$ cat src/hdl/vdr_pkg.sv
`timescale 1ns / 1ps
// Shared constants, codes and types of the valve dead-reckoning positioner.
// Used by the channel interfaces and by every module of the block.
package vdr_pkg;

  localparam int TARGET_W = 17;
  localparam int TIME_W   = 32;
  localparam int PCT_W    = 7;

  localparam logic [TARGET_W-1:0] Q16_ONE    = 17'd65536;
  localparam logic [TARGET_W-1:0] STEP_RESET = 17'd874;

  localparam int STROKE_S  = 150;
  localparam int MS_PER_S  = 1000;
  localparam int PCT_SCALE = 100;

  localparam logic [TIME_W-1:0] STROKE_MS = TIME_W'(STROKE_S * MS_PER_S);

  localparam int ELAPSED_W = $clog2(STROKE_S * MS_PER_S);
  localparam int SEC_W     = $clog2(STROKE_S + 1);
  localparam int HOME_X_W  = $clog2(PCT_SCALE * STROKE_S);

  localparam int SEC_SHIFT = 32;
  localparam int SEC_MUL_W = 23;
  localparam logic [SEC_MUL_W-1:0] SEC_MUL =
    SEC_MUL_W'(((64'd1 << SEC_SHIFT) + 64'(MS_PER_S) - 64'd1) / 64'(MS_PER_S));

  localparam int PCT_SHIFT = 32;
  localparam int PCT_MUL_W = 33;
  localparam logic [PCT_MUL_W-1:0] PCT_MUL =
    PCT_MUL_W'(((64'd1 << PCT_SHIFT) + 64'(STROKE_S) - 64'd1) / 64'(STROKE_S));

  localparam int RUN_SCALED_W = 24;

  typedef enum logic [1:0] {
    MODE_STOP,
    MODE_HOME,
    MODE_RUN
  } mode_t;

  typedef struct packed {
    logic                safe_state;
    logic                heating_enabled;
    logic [TARGET_W-1:0] valve_target;
    logic [TIME_W-1:0]   now_ms;
  } vdr_in_t;

  typedef struct packed {
    mode_t               mode;
    logic                home_start;
    logic                home_end;
    logic                finished;
    logic [SEC_W-1:0]    seconds;
    logic [TARGET_W-1:0] target;
  } vdr_job_t;

  typedef struct packed {
    logic             pump_on;
    logic             valve_open_drive;
    logic             valve_close_drive;
    logic [PCT_W-1:0] position_percent;
    logic             homing_done;
  } vdr_result_t;

endpackage

$ cat src/hdl/vdr_if.sv
`timescale 1ns / 1ps
// Valid/ready channel interfaces for input ticks, results and the step register.
// Depends on vdr_pkg for field widths.
interface vdr_in_if;
  logic                         valid;
  logic                         ready;
  logic                         safe_state;
  logic                         heating_enabled;
  logic [vdr_pkg::TARGET_W-1:0] valve_target;
  logic [vdr_pkg::TIME_W-1:0]   now_ms;

  modport source (output valid, safe_state, heating_enabled, valve_target, now_ms,
                  input ready);
  modport sink   (input valid, safe_state, heating_enabled, valve_target, now_ms,
                  output ready);
endinterface

interface vdr_out_if;
  logic                      valid;
  logic                      ready;
  logic                      pump_on;
  logic                      valve_open_drive;
  logic                      valve_close_drive;
  logic [vdr_pkg::PCT_W-1:0] position_percent;
  logic                      homing_done;

  modport source (output valid, pump_on, valve_open_drive, valve_close_drive,
                  position_percent, homing_done, input ready);
  modport sink   (input valid, pump_on, valve_open_drive, valve_close_drive,
                  position_percent, homing_done, output ready);
endinterface

interface vdr_cfg_if;
  logic                         valid;
  logic                         ready;
  logic [vdr_pkg::TARGET_W-1:0] stroke_step;

  modport source (output valid, stroke_step, input ready);
  modport sink   (input valid, stroke_step, output ready);
endinterface

$ cat src/hdl/vdr_homing.sv
`timescale 1ns / 1ps
// First stage: homing timer state, branch decision and elapsed seconds.
// Depends on vdr_pkg.
module vdr_homing (
  input  logic              clk,
  input  logic              rst_n,
  input  logic              adv,
  input  vdr_pkg::vdr_in_t  item,
  output vdr_pkg::vdr_job_t job
);
  import vdr_pkg::*;

  logic                           started_r;
  logic                           finished_r;
  logic [TIME_W-1:0]              start_r;
  vdr_job_t                       job_r;
  vdr_job_t                       job_nxt;
  mode_t                          mode;
  logic                           begin_home;
  logic                           done_now;
  logic [TIME_W-1:0]              start_eff;
  logic [TIME_W-1:0]              elapsed;
  logic [ELAPSED_W+SEC_MUL_W-1:0] sec_prod;
  logic [TARGET_W-1:0]            tgt;

  always_comb begin
    if (item.safe_state || !item.heating_enabled) begin
      mode = MODE_STOP;
    end else if (finished_r) begin
      mode = MODE_RUN;
    end else begin
      mode = MODE_HOME;
    end
    begin_home = (mode == MODE_HOME) && !started_r;
    start_eff  = begin_home ? item.now_ms : start_r;
    elapsed    = item.now_ms - start_eff;
    done_now   = (mode == MODE_HOME) && (elapsed >= STROKE_MS);
    sec_prod   = (ELAPSED_W+SEC_MUL_W)'(elapsed[ELAPSED_W-1:0]) *
                 (ELAPSED_W+SEC_MUL_W)'(SEC_MUL);
    tgt        = (item.valve_target > Q16_ONE) ? Q16_ONE : item.valve_target;

    job_nxt.mode       = mode;
    job_nxt.home_start = begin_home;
    job_nxt.home_end   = done_now;
    job_nxt.finished   = finished_r || done_now;
    job_nxt.seconds    = sec_prod[SEC_SHIFT +: SEC_W];
    job_nxt.target     = tgt;
  end

  always_ff @(posedge clk) begin
    if (!rst_n) begin
      started_r  <= 1'b0;
      finished_r <= 1'b0;
      start_r    <= '0;
    end else if (adv) begin
      started_r  <= started_r || begin_home;
      finished_r <= finished_r || done_now;
      start_r    <= start_eff;
    end
  end

  always_ff @(posedge clk) begin
    if (adv) begin
      job_r <= job_nxt;
    end
  end

  assign job = job_r;

endmodule

$ cat src/hdl/vdr_drive.sv
`timescale 1ns / 1ps
// Second stage: relay levels, position estimate and reported percent.
// Depends on vdr_pkg; its registers are the block's result register.
module vdr_drive (
  input  logic                          clk,
  input  logic                          rst_n,
  input  logic                          adv,
  input  vdr_pkg::vdr_job_t             job,
  input  logic [vdr_pkg::TARGET_W-1:0]  stroke_step,
  output vdr_pkg::vdr_result_t          res
);
  import vdr_pkg::*;

  logic [TARGET_W-1:0]           pos_r;
  logic [TARGET_W-1:0]           pos_nxt;
  logic                          pump_r;
  logic                          pump_nxt;
  logic                          open_r;
  logic                          open_nxt;
  logic                          close_r;
  logic                          close_nxt;
  logic [PCT_W-1:0]              pct_r;
  logic [PCT_W-1:0]              pct_nxt;
  logic                          done_r;
  logic [TARGET_W-1:0]           step;
  logic                          go_up;
  logic                          go_down;
  logic [TARGET_W-1:0]           pos_move;
  logic [RUN_SCALED_W-1:0]       run_scaled;
  logic [HOME_X_W-1:0]           home_x;
  logic [HOME_X_W+PCT_MUL_W-1:0] home_prod;
  logic [PCT_W-1:0]              home_pct;

  always_comb begin
    if (stroke_step == '0) begin
      step = TARGET_W'(1);
    end else if (stroke_step > Q16_ONE) begin
      step = Q16_ONE;
    end else begin
      step = stroke_step;
    end
    go_up   = {1'b0, job.target} > ({1'b0, pos_r} + {1'b0, step});
    go_down = {1'b0, pos_r} > ({1'b0, job.target} + {1'b0, step});
    if (go_up) begin
      pos_move = pos_r + step;
    end else if (go_down) begin
      pos_move = pos_r - step;
    end else begin
      pos_move = job.target;
    end
    run_scaled = RUN_SCALED_W'(pos_move) * RUN_SCALED_W'(PCT_SCALE);

    home_x    = HOME_X_W'(job.seconds) * HOME_X_W'(PCT_SCALE);
    home_prod = (HOME_X_W+PCT_MUL_W)'(home_x) * (HOME_X_W+PCT_MUL_W)'(PCT_MUL);
    home_pct  = job.home_end ? PCT_W'(PCT_SCALE) : home_prod[PCT_SHIFT +: PCT_W];

    pos_nxt   = pos_r;
    pump_nxt  = pump_r;
    open_nxt  = open_r;
    close_nxt = close_r;
    pct_nxt   = pct_r;
    case (job.mode)
      MODE_STOP: begin
        pump_nxt  = 1'b0;
        open_nxt  = 1'b0;
        close_nxt = 1'b0;
      end
      MODE_HOME: begin
        pump_nxt = 1'b0;
        pct_nxt  = home_pct;
        if (job.home_start) begin
          open_nxt  = 1'b1;
          close_nxt = 1'b0;
        end
        if (job.home_end) begin
          open_nxt  = 1'b0;
          close_nxt = 1'b0;
          pos_nxt   = Q16_ONE;
        end
      end
      MODE_RUN: begin
        pump_nxt  = (job.target != '0);
        open_nxt  = go_up;
        close_nxt = go_down && !go_up;
        pos_nxt   = pos_move;
        pct_nxt   = run_scaled[16 +: PCT_W];
      end
      default: begin
        pos_nxt = pos_r;
      end
    endcase
  end

  always_ff @(posedge clk) begin
    if (!rst_n) begin
      pos_r   <= '0;
      pump_r  <= 1'b0;
      open_r  <= 1'b0;
      close_r <= 1'b0;
      pct_r   <= '0;
      done_r  <= 1'b0;
    end else if (adv) begin
      pos_r   <= pos_nxt;
      pump_r  <= pump_nxt;
      open_r  <= open_nxt;
      close_r <= close_nxt;
      pct_r   <= pct_nxt;
      done_r  <= job.finished;
    end
  end

  assign res.pump_on           = pump_r;
  assign res.valve_open_drive  = open_r;
  assign res.valve_close_drive = close_r;
  assign res.position_percent  = pct_r;
  assign res.homing_done       = done_r;

endmodule

$ cat src/hdl/valve_dead_reckoning_positioner_core.sv
`timescale 1ns / 1ps
// Top level of the valve dead-reckoning positioner.
// Depends on vdr_pkg, the channel interfaces, vdr_homing and vdr_drive.
//
// Usage:
// Each item on in_ch is one control tick: safe-state flag, heating enable,
// Q16 valve target and a millisecond timestamp. Each tick yields exactly
// one item on out_ch with the pump and valve relay levels, the reported
// opening in whole percent and the homing-done flag.
// cfg_ch writes the per-tick valve step (Q16 of full stroke); it is always
// ready and should only be written while no tick is in flight.
// The block is a three-register pipeline: input register, homing stage and
// drive stage whose registers form the result register, which is shown on
// out_ch. One tick can be accepted every cycle while out_ch does not stall.
// The timer and homing state advance as a tick leaves the input register;
// relays, position and percent advance as it enters the result register.
// When out_ch stalls, the stages hold in place and in_ch ready drops only
// once every stage is full.
// Reset clears the valid flags and the homing and drive state: homing not started,
// relays off, position and percent zero, valve step 874.
module valve_dead_reckoning_positioner_core (
  input  logic      clk,
  input  logic      rst_n,
  vdr_in_if.sink    in_ch,
  vdr_out_if.source out_ch,
  vdr_cfg_if.sink   cfg_ch
);
  import vdr_pkg::*;

  vdr_in_t             in_r;
  logic                v0_r;
  logic                v1_r;
  logic                ov_r;
  logic [TARGET_W-1:0] step_r;
  logic                adv0;
  logic                adv1;
  logic                adv2;
  vdr_job_t            job;
  vdr_result_t         res;

  assign adv2 = v1_r && (!ov_r || out_ch.ready);
  assign adv1 = v0_r && (!v1_r || adv2);
  assign adv0 = in_ch.valid && in_ch.ready;

  assign in_ch.ready  = !v0_r || adv1;
  assign cfg_ch.ready = 1'b1;

  always_ff @(posedge clk) begin
    if (!rst_n) begin
      v0_r   <= 1'b0;
      v1_r   <= 1'b0;
      ov_r   <= 1'b0;
      step_r <= STEP_RESET;
    end else begin
      if (adv0) begin
        v0_r <= 1'b1;
      end else if (adv1) begin
        v0_r <= 1'b0;
      end
      if (adv1) begin
        v1_r <= 1'b1;
      end else if (adv2) begin
        v1_r <= 1'b0;
      end
      if (adv2) begin
        ov_r <= 1'b1;
      end else if (out_ch.ready) begin
        ov_r <= 1'b0;
      end
      if (cfg_ch.valid && cfg_ch.ready) begin
        step_r <= cfg_ch.stroke_step;
      end
    end
  end

  always_ff @(posedge clk) begin
    if (adv0) begin
      in_r.safe_state      <= in_ch.safe_state;
      in_r.heating_enabled <= in_ch.heating_enabled;
      in_r.valve_target    <= in_ch.valve_target;
      in_r.now_ms          <= in_ch.now_ms;
    end
  end

  vdr_homing u_homing (
    .clk   (clk),
    .rst_n (rst_n),
    .adv   (adv1),
    .item  (in_r),
    .job   (job)
  );

  vdr_drive u_drive (
    .clk         (clk),
    .rst_n       (rst_n),
    .adv         (adv2),
    .job         (job),
    .stroke_step (step_r),
    .res         (res)
  );

  assign out_ch.valid             = ov_r;
  assign out_ch.pump_on           = res.pump_on;
  assign out_ch.valve_open_drive  = res.valve_open_drive;
  assign out_ch.valve_close_drive = res.valve_close_drive;
  assign out_ch.position_percent  = res.position_percent;
  assign out_ch.homing_done       = res.homing_done;

endmodule
$ cat src/flat_wrapper.sv
// flat-port wrapper written by rule: the top's interface ports become plain ports
module valve_dead_reckoning_positioner_core_flat import vdr_pkg::*;
  (clk, rst_n, in_ch_valid, in_ch_safe_state, in_ch_heating_enabled, in_ch_valve_target, in_ch_now_ms, in_ch_ready, out_ch_valid, out_ch_pump_on, out_ch_valve_open_drive, out_ch_valve_close_drive, out_ch_position_percent, out_ch_homing_done, out_ch_ready, cfg_ch_valid, cfg_ch_stroke_step, cfg_ch_ready);
  vdr_in_if in_ch_i ();
  vdr_out_if out_ch_i ();
  vdr_cfg_if cfg_ch_i ();
  input  logic clk;
  input  logic rst_n;
  input wire logic [$bits(in_ch_i.valid)-1:0] in_ch_valid;
  input wire logic [$bits(in_ch_i.safe_state)-1:0] in_ch_safe_state;
  input wire logic [$bits(in_ch_i.heating_enabled)-1:0] in_ch_heating_enabled;
  input wire logic [$bits(in_ch_i.valve_target)-1:0] in_ch_valve_target;
  input wire logic [$bits(in_ch_i.now_ms)-1:0] in_ch_now_ms;
  output wire logic [$bits(in_ch_i.ready)-1:0] in_ch_ready;
  output wire logic [$bits(out_ch_i.valid)-1:0] out_ch_valid;
  output wire logic [$bits(out_ch_i.pump_on)-1:0] out_ch_pump_on;
  output wire logic [$bits(out_ch_i.valve_open_drive)-1:0] out_ch_valve_open_drive;
  output wire logic [$bits(out_ch_i.valve_close_drive)-1:0] out_ch_valve_close_drive;
  output wire logic [$bits(out_ch_i.position_percent)-1:0] out_ch_position_percent;
  output wire logic [$bits(out_ch_i.homing_done)-1:0] out_ch_homing_done;
  input wire logic [$bits(out_ch_i.ready)-1:0] out_ch_ready;
  input wire logic [$bits(cfg_ch_i.valid)-1:0] cfg_ch_valid;
  input wire logic [$bits(cfg_ch_i.stroke_step)-1:0] cfg_ch_stroke_step;
  output wire logic [$bits(cfg_ch_i.ready)-1:0] cfg_ch_ready;
  assign in_ch_i.valid = in_ch_valid;
  assign in_ch_i.safe_state = in_ch_safe_state;
  assign in_ch_i.heating_enabled = in_ch_heating_enabled;
  assign in_ch_i.valve_target = in_ch_valve_target;
  assign in_ch_i.now_ms = in_ch_now_ms;
  assign in_ch_ready = in_ch_i.ready;
  assign out_ch_valid = out_ch_i.valid;
  assign out_ch_pump_on = out_ch_i.pump_on;
  assign out_ch_valve_open_drive = out_ch_i.valve_open_drive;
  assign out_ch_valve_close_drive = out_ch_i.valve_close_drive;
  assign out_ch_position_percent = out_ch_i.position_percent;
  assign out_ch_homing_done = out_ch_i.homing_done;
  assign out_ch_i.ready = out_ch_ready;
  assign cfg_ch_i.valid = cfg_ch_valid;
  assign cfg_ch_i.stroke_step = cfg_ch_stroke_step;
  assign cfg_ch_ready = cfg_ch_i.ready;
  valve_dead_reckoning_positioner_core u_core (.clk(clk), .rst_n(rst_n), .in_ch(in_ch_i), .out_ch(out_ch_i), .cfg_ch(cfg_ch_i));
endmodule
$ cat config.mk
export PLATFORM = sky130hd
export DESIGN_NAME = valve_dead_reckoning_positioner_core_flat
export DESIGN_NICKNAME = d
export VERILOG_FILES = /design/src/hdl/vdr_pkg.sv /design/src/hdl/vdr_if.sv /design/src/hdl/vdr_homing.sv /design/src/hdl/vdr_drive.sv /design/src/hdl/valve_dead_reckoning_positioner_core.sv /design/src/flat_wrapper.sv
export SDC_FILE = /design/constraint.sdc
export NUM_CORES = 1
export LEC_CHECK = 0
export BUFFER_PORTS_ARGS = -buffer_cell sky130_fd_sc_hd__buf_2
export CAP_MARGIN = 20
export CORE_ASPECT_RATIO = 0.75
export CORE_MARGIN = 2
export CORE_UTILIZATION = 53
export DETAILED_ROUTE_END_ITERATION = 7
export GPL_TIMING_DRIVEN = 0
export PLACE_DENSITY = 0.73
export SLEW_MARGIN = 30
export SYNTH_ARGS = -nofsm -noshare
export SYNTH_HDL_FRONTEND = slang
export SYNTH_SLANG_ARGS = --single-unit
$ cat constraint.sdc
create_clock -name clk -period 8.6 [get_ports clk]
set_input_delay 1.29 -clock clk [delete_from_list [all_inputs] [get_ports clk]]
set_output_delay 1.29 -clock clk [all_outputs]
set_load 0.03 [all_outputs]
Yosys cells after proc, flatten, opt, wreduce, memory -nomap -nowiden --
Index checks and enable logic that the tools add are counted.
Storage, ports and cells: register bits 163, input port bits 73, output and inout port bits 14, word-level logic and storage cells 98
Operators by class: add/subtract/negate cells 5, $mul 4, magnitude comparators 5, eq/ne operators 5, multiplexer cells 24, reductions and logical operators 32
Operator list (count):
- $mux W17 | 5
- $mul A18 B20 Y37 const B | 1
- $add A17 B17 Y18 | 2
- $gt A17 B18 Y1 | 2
- $mul A12 B23 Y35 const B | 1
- $gt A17 B17 Y1 const B | 2
- $pmux W17 S2 | 1
- $ge A32 B18 Y1 const B | 1
- $mux W32 | 1
- $sub A32 B32 Y32 | 1
- $mul A17 B5 Y21 const B | 1
- $add A17 B17 Y17 | 1
- $logic_not A17 Y1 | 1
- $reduce_bool A17 Y1 | 1
- $sub A17 B17 Y17 | 1
- $pmux W7 S2 | 1
- $mul A8 B5 Y12 const B | 1
- $mux W1 | 10
- $reduce_bool A2 Y1 | 5
- $mux W7 | 1
- $logic_and A1 B1 Y1 | 6
- $logic_not A1 Y1 | 6
- $logic_or A1 B1 Y1 | 6
- $pmux W1 S3 | 2
- 11 further kinds | 15

Longest topological paths before layout --
depth after elaboration 10, gate-level depth with buffers 44, mapped depth without buffers 44

Modules after synthesis --
From an unflattened synthesis, not the netlist that was laid out.
Second synthesis, totals: cells, all modules 2435, area, all modules 22499.1 µm²
Modules (own cells, without submodules):
- vdr_drive | instances 1, cells an instance 1318, area each 10797.9 µm², sequential area each 560.5 µm²
- vdr_homing | instances 1, cells an instance 996, area each 9389.0 µm², sequential area each 1581.5 µm²
- valve_dead_reckoning_positioner_core | instances 1, cells an instance 121, area each 2312.2 µm², sequential area each 1931.9 µm²

Least setup slack after synthesis --
No wires, ideal clock.
path type register -> register, start register u_core.in_r[50] (netlist bit), end register u_core.u_homing.job_r, in the netlist u_core.u_homing.job[24] (data pin), setup time 0.273 ns, arrival 9.020 ns, data required time 8.327 ns, slack -0.694 ns, cell stages (with the launch flop) 38, path buffers 2, period minus slack after synthesis 9.294 ns, cell sequence edfxtp_1 > nor3b_1 > nor2b_1 > clkbuf_1 > buf_1 > mux2i_1 > ha_1 > o21ai_0 > o21ai_1 > a2111oi_2 > nor2_1 > a32oi_2 > nand2b_1 > a21o_1 > xor2_1 > inv_1 > fa_1 > inv_1 > [... 2 more ...] > fa_1 > inv_1 > fa_1 > inv_1 > fa_1 > inv_1 > ha_1 > a21o_1 > a21o_1 > a211oi_1 > o21ai_1 > a21o_1 > a221o_1 > o2111ai_1 > a31oi_1 > a21o_1 > a21oi_1 > xnor2_1
RTL lines:
- start, declared | line valve_dead_reckoning_positioner_core.sv:30 | vdr_in_t in_r;
- end signal, assigned | line vdr_homing.sv:64 | job_r <= job_nxt;
- end, declared | line vdr_homing.sv:16 | vdr_job_t job_r;

Worst setup path in the final report --
start register u_core.step_r[13], end register u_core.u_drive.pct_r[6]
On the way: word-level cells in the longest chain between the ends 9, elaborated cells between the ends (all ways) 14, those cells by class add/sub: 4; mul: 1; order compare: 3; mux: 5; reduce/logical: 1
Ends and longest elaborated chain:
- start, declared | line valve_dead_reckoning_positioner_core.sv:34 | logic [TARGET_W-1:0] step_r;
- start signal, assigned | line valve_dead_reckoning_positioner_core.sv:71 | step_r <= cfg_ch.stroke_step;
- $gt A17 B17 Y1 | line vdr_drive.sv:37 | end else if (stroke_step > Q16_ONE) begin
- $mux W17 | line vdr_drive.sv:37
- $mux W17 * | line vdr_drive.sv:35 | if (stroke_step == '0) begin
- $add A17 B17 Y18 | line vdr_drive.sv:43 | go_down = {1'b0, pos_r} > ({1'b0, job.target} + {1'b0, step});
- $gt A17 B18 Y1 | line vdr_drive.sv:43
- $mux W17 | line vdr_drive.sv:46 | end else if (go_down) begin
- $mux W17 * | line vdr_drive.sv:44 | if (go_up) begin
- $mul A17 B5 Y21 * | line vdr_drive.sv:51 | run_scaled = RUN_SCALED_W'(pos_move) * RUN_SCALED_W'(PCT_SCALE);
- $pmux W7 S2 * | line vdr_drive.sv:62 | case (job.mode)
- end signal, assigned | line vdr_drive.sv:107 | pct_r <= pct_nxt;
- end, declared | line vdr_drive.sv:22 | logic [PCT_W-1:0] pct_r;
Every way passes the cells marked *; elsewhere a longest branch is shown, timed or not. A chain may end at the register's enable or synchronous reset.

==> out/summary.json <==
{
  "synth": {
    "synth_nets": 2976,
    "synth_ff_type": "sky130_fd_sc_hd__dfxtp_1",
    "synth_async_sr_flop_share": 0,
    "synthTopCellsByArea": "sky130_fd_sc_hd__ha_1, sky130_fd_sc_hd__fa_1, sky130_fd_sc_hd__edfxtp_1",
    "yosys_warns": 0,
    "ys_seq_elements": 163,
    "synth_cell_types": 88,
    "netlist.area_leader.share": 0.265,
    "post-synth-top-area-cell": "sky130_fd_sc_hd__ha_1",
    "synth-edff-count": 81,
    "syn-cell-area_sq_um": 21600,
    "postSynthCellCount": 2277,
    "synth.avg_cell_area_sq_um": 9.49,
    "synth_sequential_area_ratio": 0.189
  },
  "worst_setup_path": {
    "crit_path_start": "u_core.step_r[13]",
    "critical_path_arrival_ps": 9220,
    "timing.setup.critical_path_class": "reg -> reg",
    "cp_slowest_stage_delay_ps": 490,
    "timing.critical_path.to": "u_core.u_drive.pct_r[6]",
    "worst_setup_path_start_kind": "register",
    "cp_slowest_cell": "sky130_fd_sc_hd__fa_1",
    "setup.reg_to_reg.worst_slack_ps": -270,
    "cp_max_fo": 10,
    "rr_endpoint": "u_core.u_drive.pct_r[6]",
    "timing.critical_path.required_ps": 8940,
    "worst_r2r_path_depth": 45,
    "worst_r2r_startpoint": "u_core.step_r[13]",
    "sort_of_element_at_the_end_of_the_critical_path": "register"
  },
  "sta": {
    "report.final.slew_viol_count": 0,
    "rsz_0062_raised_after_global_routing": "yes",
    "fin_tns_setup_ps": -1710,
    "hold_viol_final": 0,
    "timing.final.ws_setup_ps": -274,
    "timing_worst_slew_pin_value_ps": 894,
    "maxSlewHeadroom": 0.404,
    "maxClockFrequency_ghz": 0.113,
    "finClkSkew_ps": 10.1,
    "final-setup-viol-count": 10,
    "min_period_over_period": 1.03,
    "final_period_minus_worst_setup_slack_ps": 8870
  },
  "grt": {
    "grt_overall_usage": 0.279,
    "pin_count_of_the_biggest_net_entering_global_routing": 28,
    "grt_pass1_vias": 17200,
    "grt_pass1_wl_mm": 91.7,
    "antenna_found_initial": 1,
    "grt-ovfl-total": 0
  },
  "floorplan": {
    "design.portCount": 87,
    "floorplan.die_area_sq_um": 42400,
    "die_y_um": 179,
    "start_util": 0.533,
    "std_cell_rows": 64,
    "design.core.area_sq_um": 40500,
    "die-width_um": 237
  },
  "place": {
    "gp_congestion": 0.990,
    "place_inst": 2892,
    "place.detailed.hpwl_mm": 46.8,
    "numPortBuffers": 84,
    "pre_cts_slack_ps": -2280
  },
  "run_status": {
    "status": "finished, violations left",
    "failed_checks": "setup timing"
  },
  "route": {
    "route.final.wire_length_mm": 59.3,
    "route.antenna.remaining_nets": 0,
    "detail_route.vias_per_cell": 5.73,
    "num_vias": 17300,
    "drc_errors": 0,
    "drtIter0Drc": 1181,
    "avgRoutedWirePerCell_um": 19.6,
    "dr.pass1.iters": 6
  },
  "min_path": {
    "hold-path-cell-count": 2,
    "min-delay-path-class": "reg -> reg"
  },
  "cells_and_area": {
    "final_common_cell": "sky130_fd_sc_hd__ha_1",
    "multi_input_area_sq_um": 17000,
    "area_delta_synth_final_pct": 18.3,
    "fillerInstances": 3226,
    "ff_latch_area_sq_um": 4080,
    "most-common-layout-cells": "sky130_fd_sc_hd__ha_1, sky130_fd_sc_hd__inv_1, sky130_fd_sc_hd__fa_1",
    "finalNonFillerCells": 3025,
    "drive_above_1_share": 0.187,
    "antennaDiodeCount": 0,
    "layout.nets": 3183
  },
  "clocking": {
    "clock_tree.buffer_depth": 2,
    "root_buf_cell": "sky130_fd_sc_hd__clkbuf_16",
    "clock_sinks": 163,
    "clock_network_latency_to_the_later_pin_of_the_worst_skew_pair_ps": 460,
    "tritoncts": "built",
    "clk_pin_slew_worst_paths_ps": 80,
    "tritoncts.num_buffers": 17,
    "cts.htree.levels": 4,
    "ctsHoldBuffers": 0
  },
  "run": {
    "max_cap_violations": 0
  }
}
worst min path at each step:
| stage | from | to | slack [ps] |
|---|---|---|---|
| 2_1_floorplan | u_core.u_homing.start_r[31] | u_core.u_homing.start_r[31] | 460 |
| 3_3_place_gp | u_core.u_drive.pct_r[2] | u_core.u_drive.pct_r[2] | 460 |
| 3_5_place_dp | u_core.u_drive.pct_r[2] | u_core.u_drive.pct_r[2] | 450 |
| 4_1_cts | u_core.u_drive.pct_r[2] | u_core.u_drive.pct_r[2] | 460 |
| 5_1_grt | u_core.u_drive.pct_r[2] | u_core.u_drive.pct_r[2] | 500 |
| 6_report | u_core.u_drive.pct_r[2] | u_core.u_drive.pct_r[2] | 460 |
logic make-up (layout without fill, tap and decap cells):
family,Yosys count,in the layout,synth area share
adders and majority gates,626,626,0.421
buffers and inverters,490,710,0.0868
AOI/OAI and AO/OA,439,439,0.142
and+or+nand+nor,415,415,0.0992
DFF,163,163,0.189
xor gates and xnor gates,85,85,0.0345
muxes,58,58,0.0271
other,1,1,0.000174
critical path, delay by kind of cell (launching register included):
kind                     cells  cell delay (ps)
adder cells (fa/ha/maj)      7             2150
XOR/XNOR                     1              150
AND/OR/NAND/NOR              9             1920
flip-flops                   1              340
buffers and inverters        8              850
AO/OA/AOI/OAI               20             3320
registers in the layout, summed over array words and instances, names as in the netlist:
register and cells:
u_core.in_r 51, u_core.u_drive.close_r 1, u_core.u_drive.pos_r 17, u_core.v0_r 1
u_core.u_homing.start_r 32, u_core.u_drive.open_r 1, u_core.u_drive.done_r 1, u_core.u_drive.pump_r 1
u_core.out_ch.valid 1, u_core.u_homing.finished_r 1, u_core.u_homing.job 30, u_core.step_r 17
u_core.u_homing.started_r 1, u_core.u_drive.pct_r 7, u_core.v1_r 1
cells in the mapped netlist (30+ instances only):
cell,n
sky130_fd_sc_hd__edfxtp_1,81
sky130_fd_sc_hd__nor2_1,77
sky130_fd_sc_hd__a21o_1,49
sky130_fd_sc_hd__nor2b_1,61
sky130_fd_sc_hd__clkbuf_1,38
sky130_fd_sc_hd__xnor2_1,51
sky130_fd_sc_hd__o211a_1,30
sky130_fd_sc_hd__mux2i_1,54
sky130_fd_sc_hd__nand2_1,96
sky130_fd_sc_hd__fa_1,169
sky130_fd_sc_hd__o21ai_0,48
sky130_fd_sc_hd__ha_1,457
sky130_fd_sc_hd__xor2_1,34
sky130_fd_sc_hd__inv_1,432
sky130_fd_sc_hd__dfxtp_1,82
sky130_fd_sc_hd__a21oi_1,113
area by class of cell:
cell class | count | share of cell area
repair buffers | 192 | 0.0515
plain buffers | 50 | 0.0127
inverters | 436 | 0.0641
clock buffers | 17 | 0.0166
multi-input cells | 1624 | 0.663
flip-flops and latches | 163 | 0.160
clock inverters | 15 | 0.00646
well taps | 528 | 0.0258
through the flow:
stage	hold WS (ps)	area [sq um]	utilization
after CTS	465	24800	0.612
after global routing	498	25600	0.631
after detailed placement	455	22800	0.563
after floorplan	456	21600	-
after global placement	455	22700	0.561
final	463	25600	0.631
metal layers:
| layer | GRT usage | routed length (um) | vias up |
|---|---|---|---|
| met2 | 0.410 | 24900 | 615 |
| met1 | 0.403 | 27500 | 8420 |
| met4 | 0.0828 | 1560 | 2 |
| li1 | - | - | 8218 |
| met5 | 0 | 8 | - |
| met3 | 0.0704 | 5350 | 88 |
timing repair:
item	4_1_cts	5_1_grt
gates resized for setup	182	95
pin swaps	94	83
buffers inserted	64	41
setup endpoints to repair	15	15
cloned	0	0
Power is not shown: default switching activity piles up to over one toggle a cycle in this logic, so the estimate is an artifact.
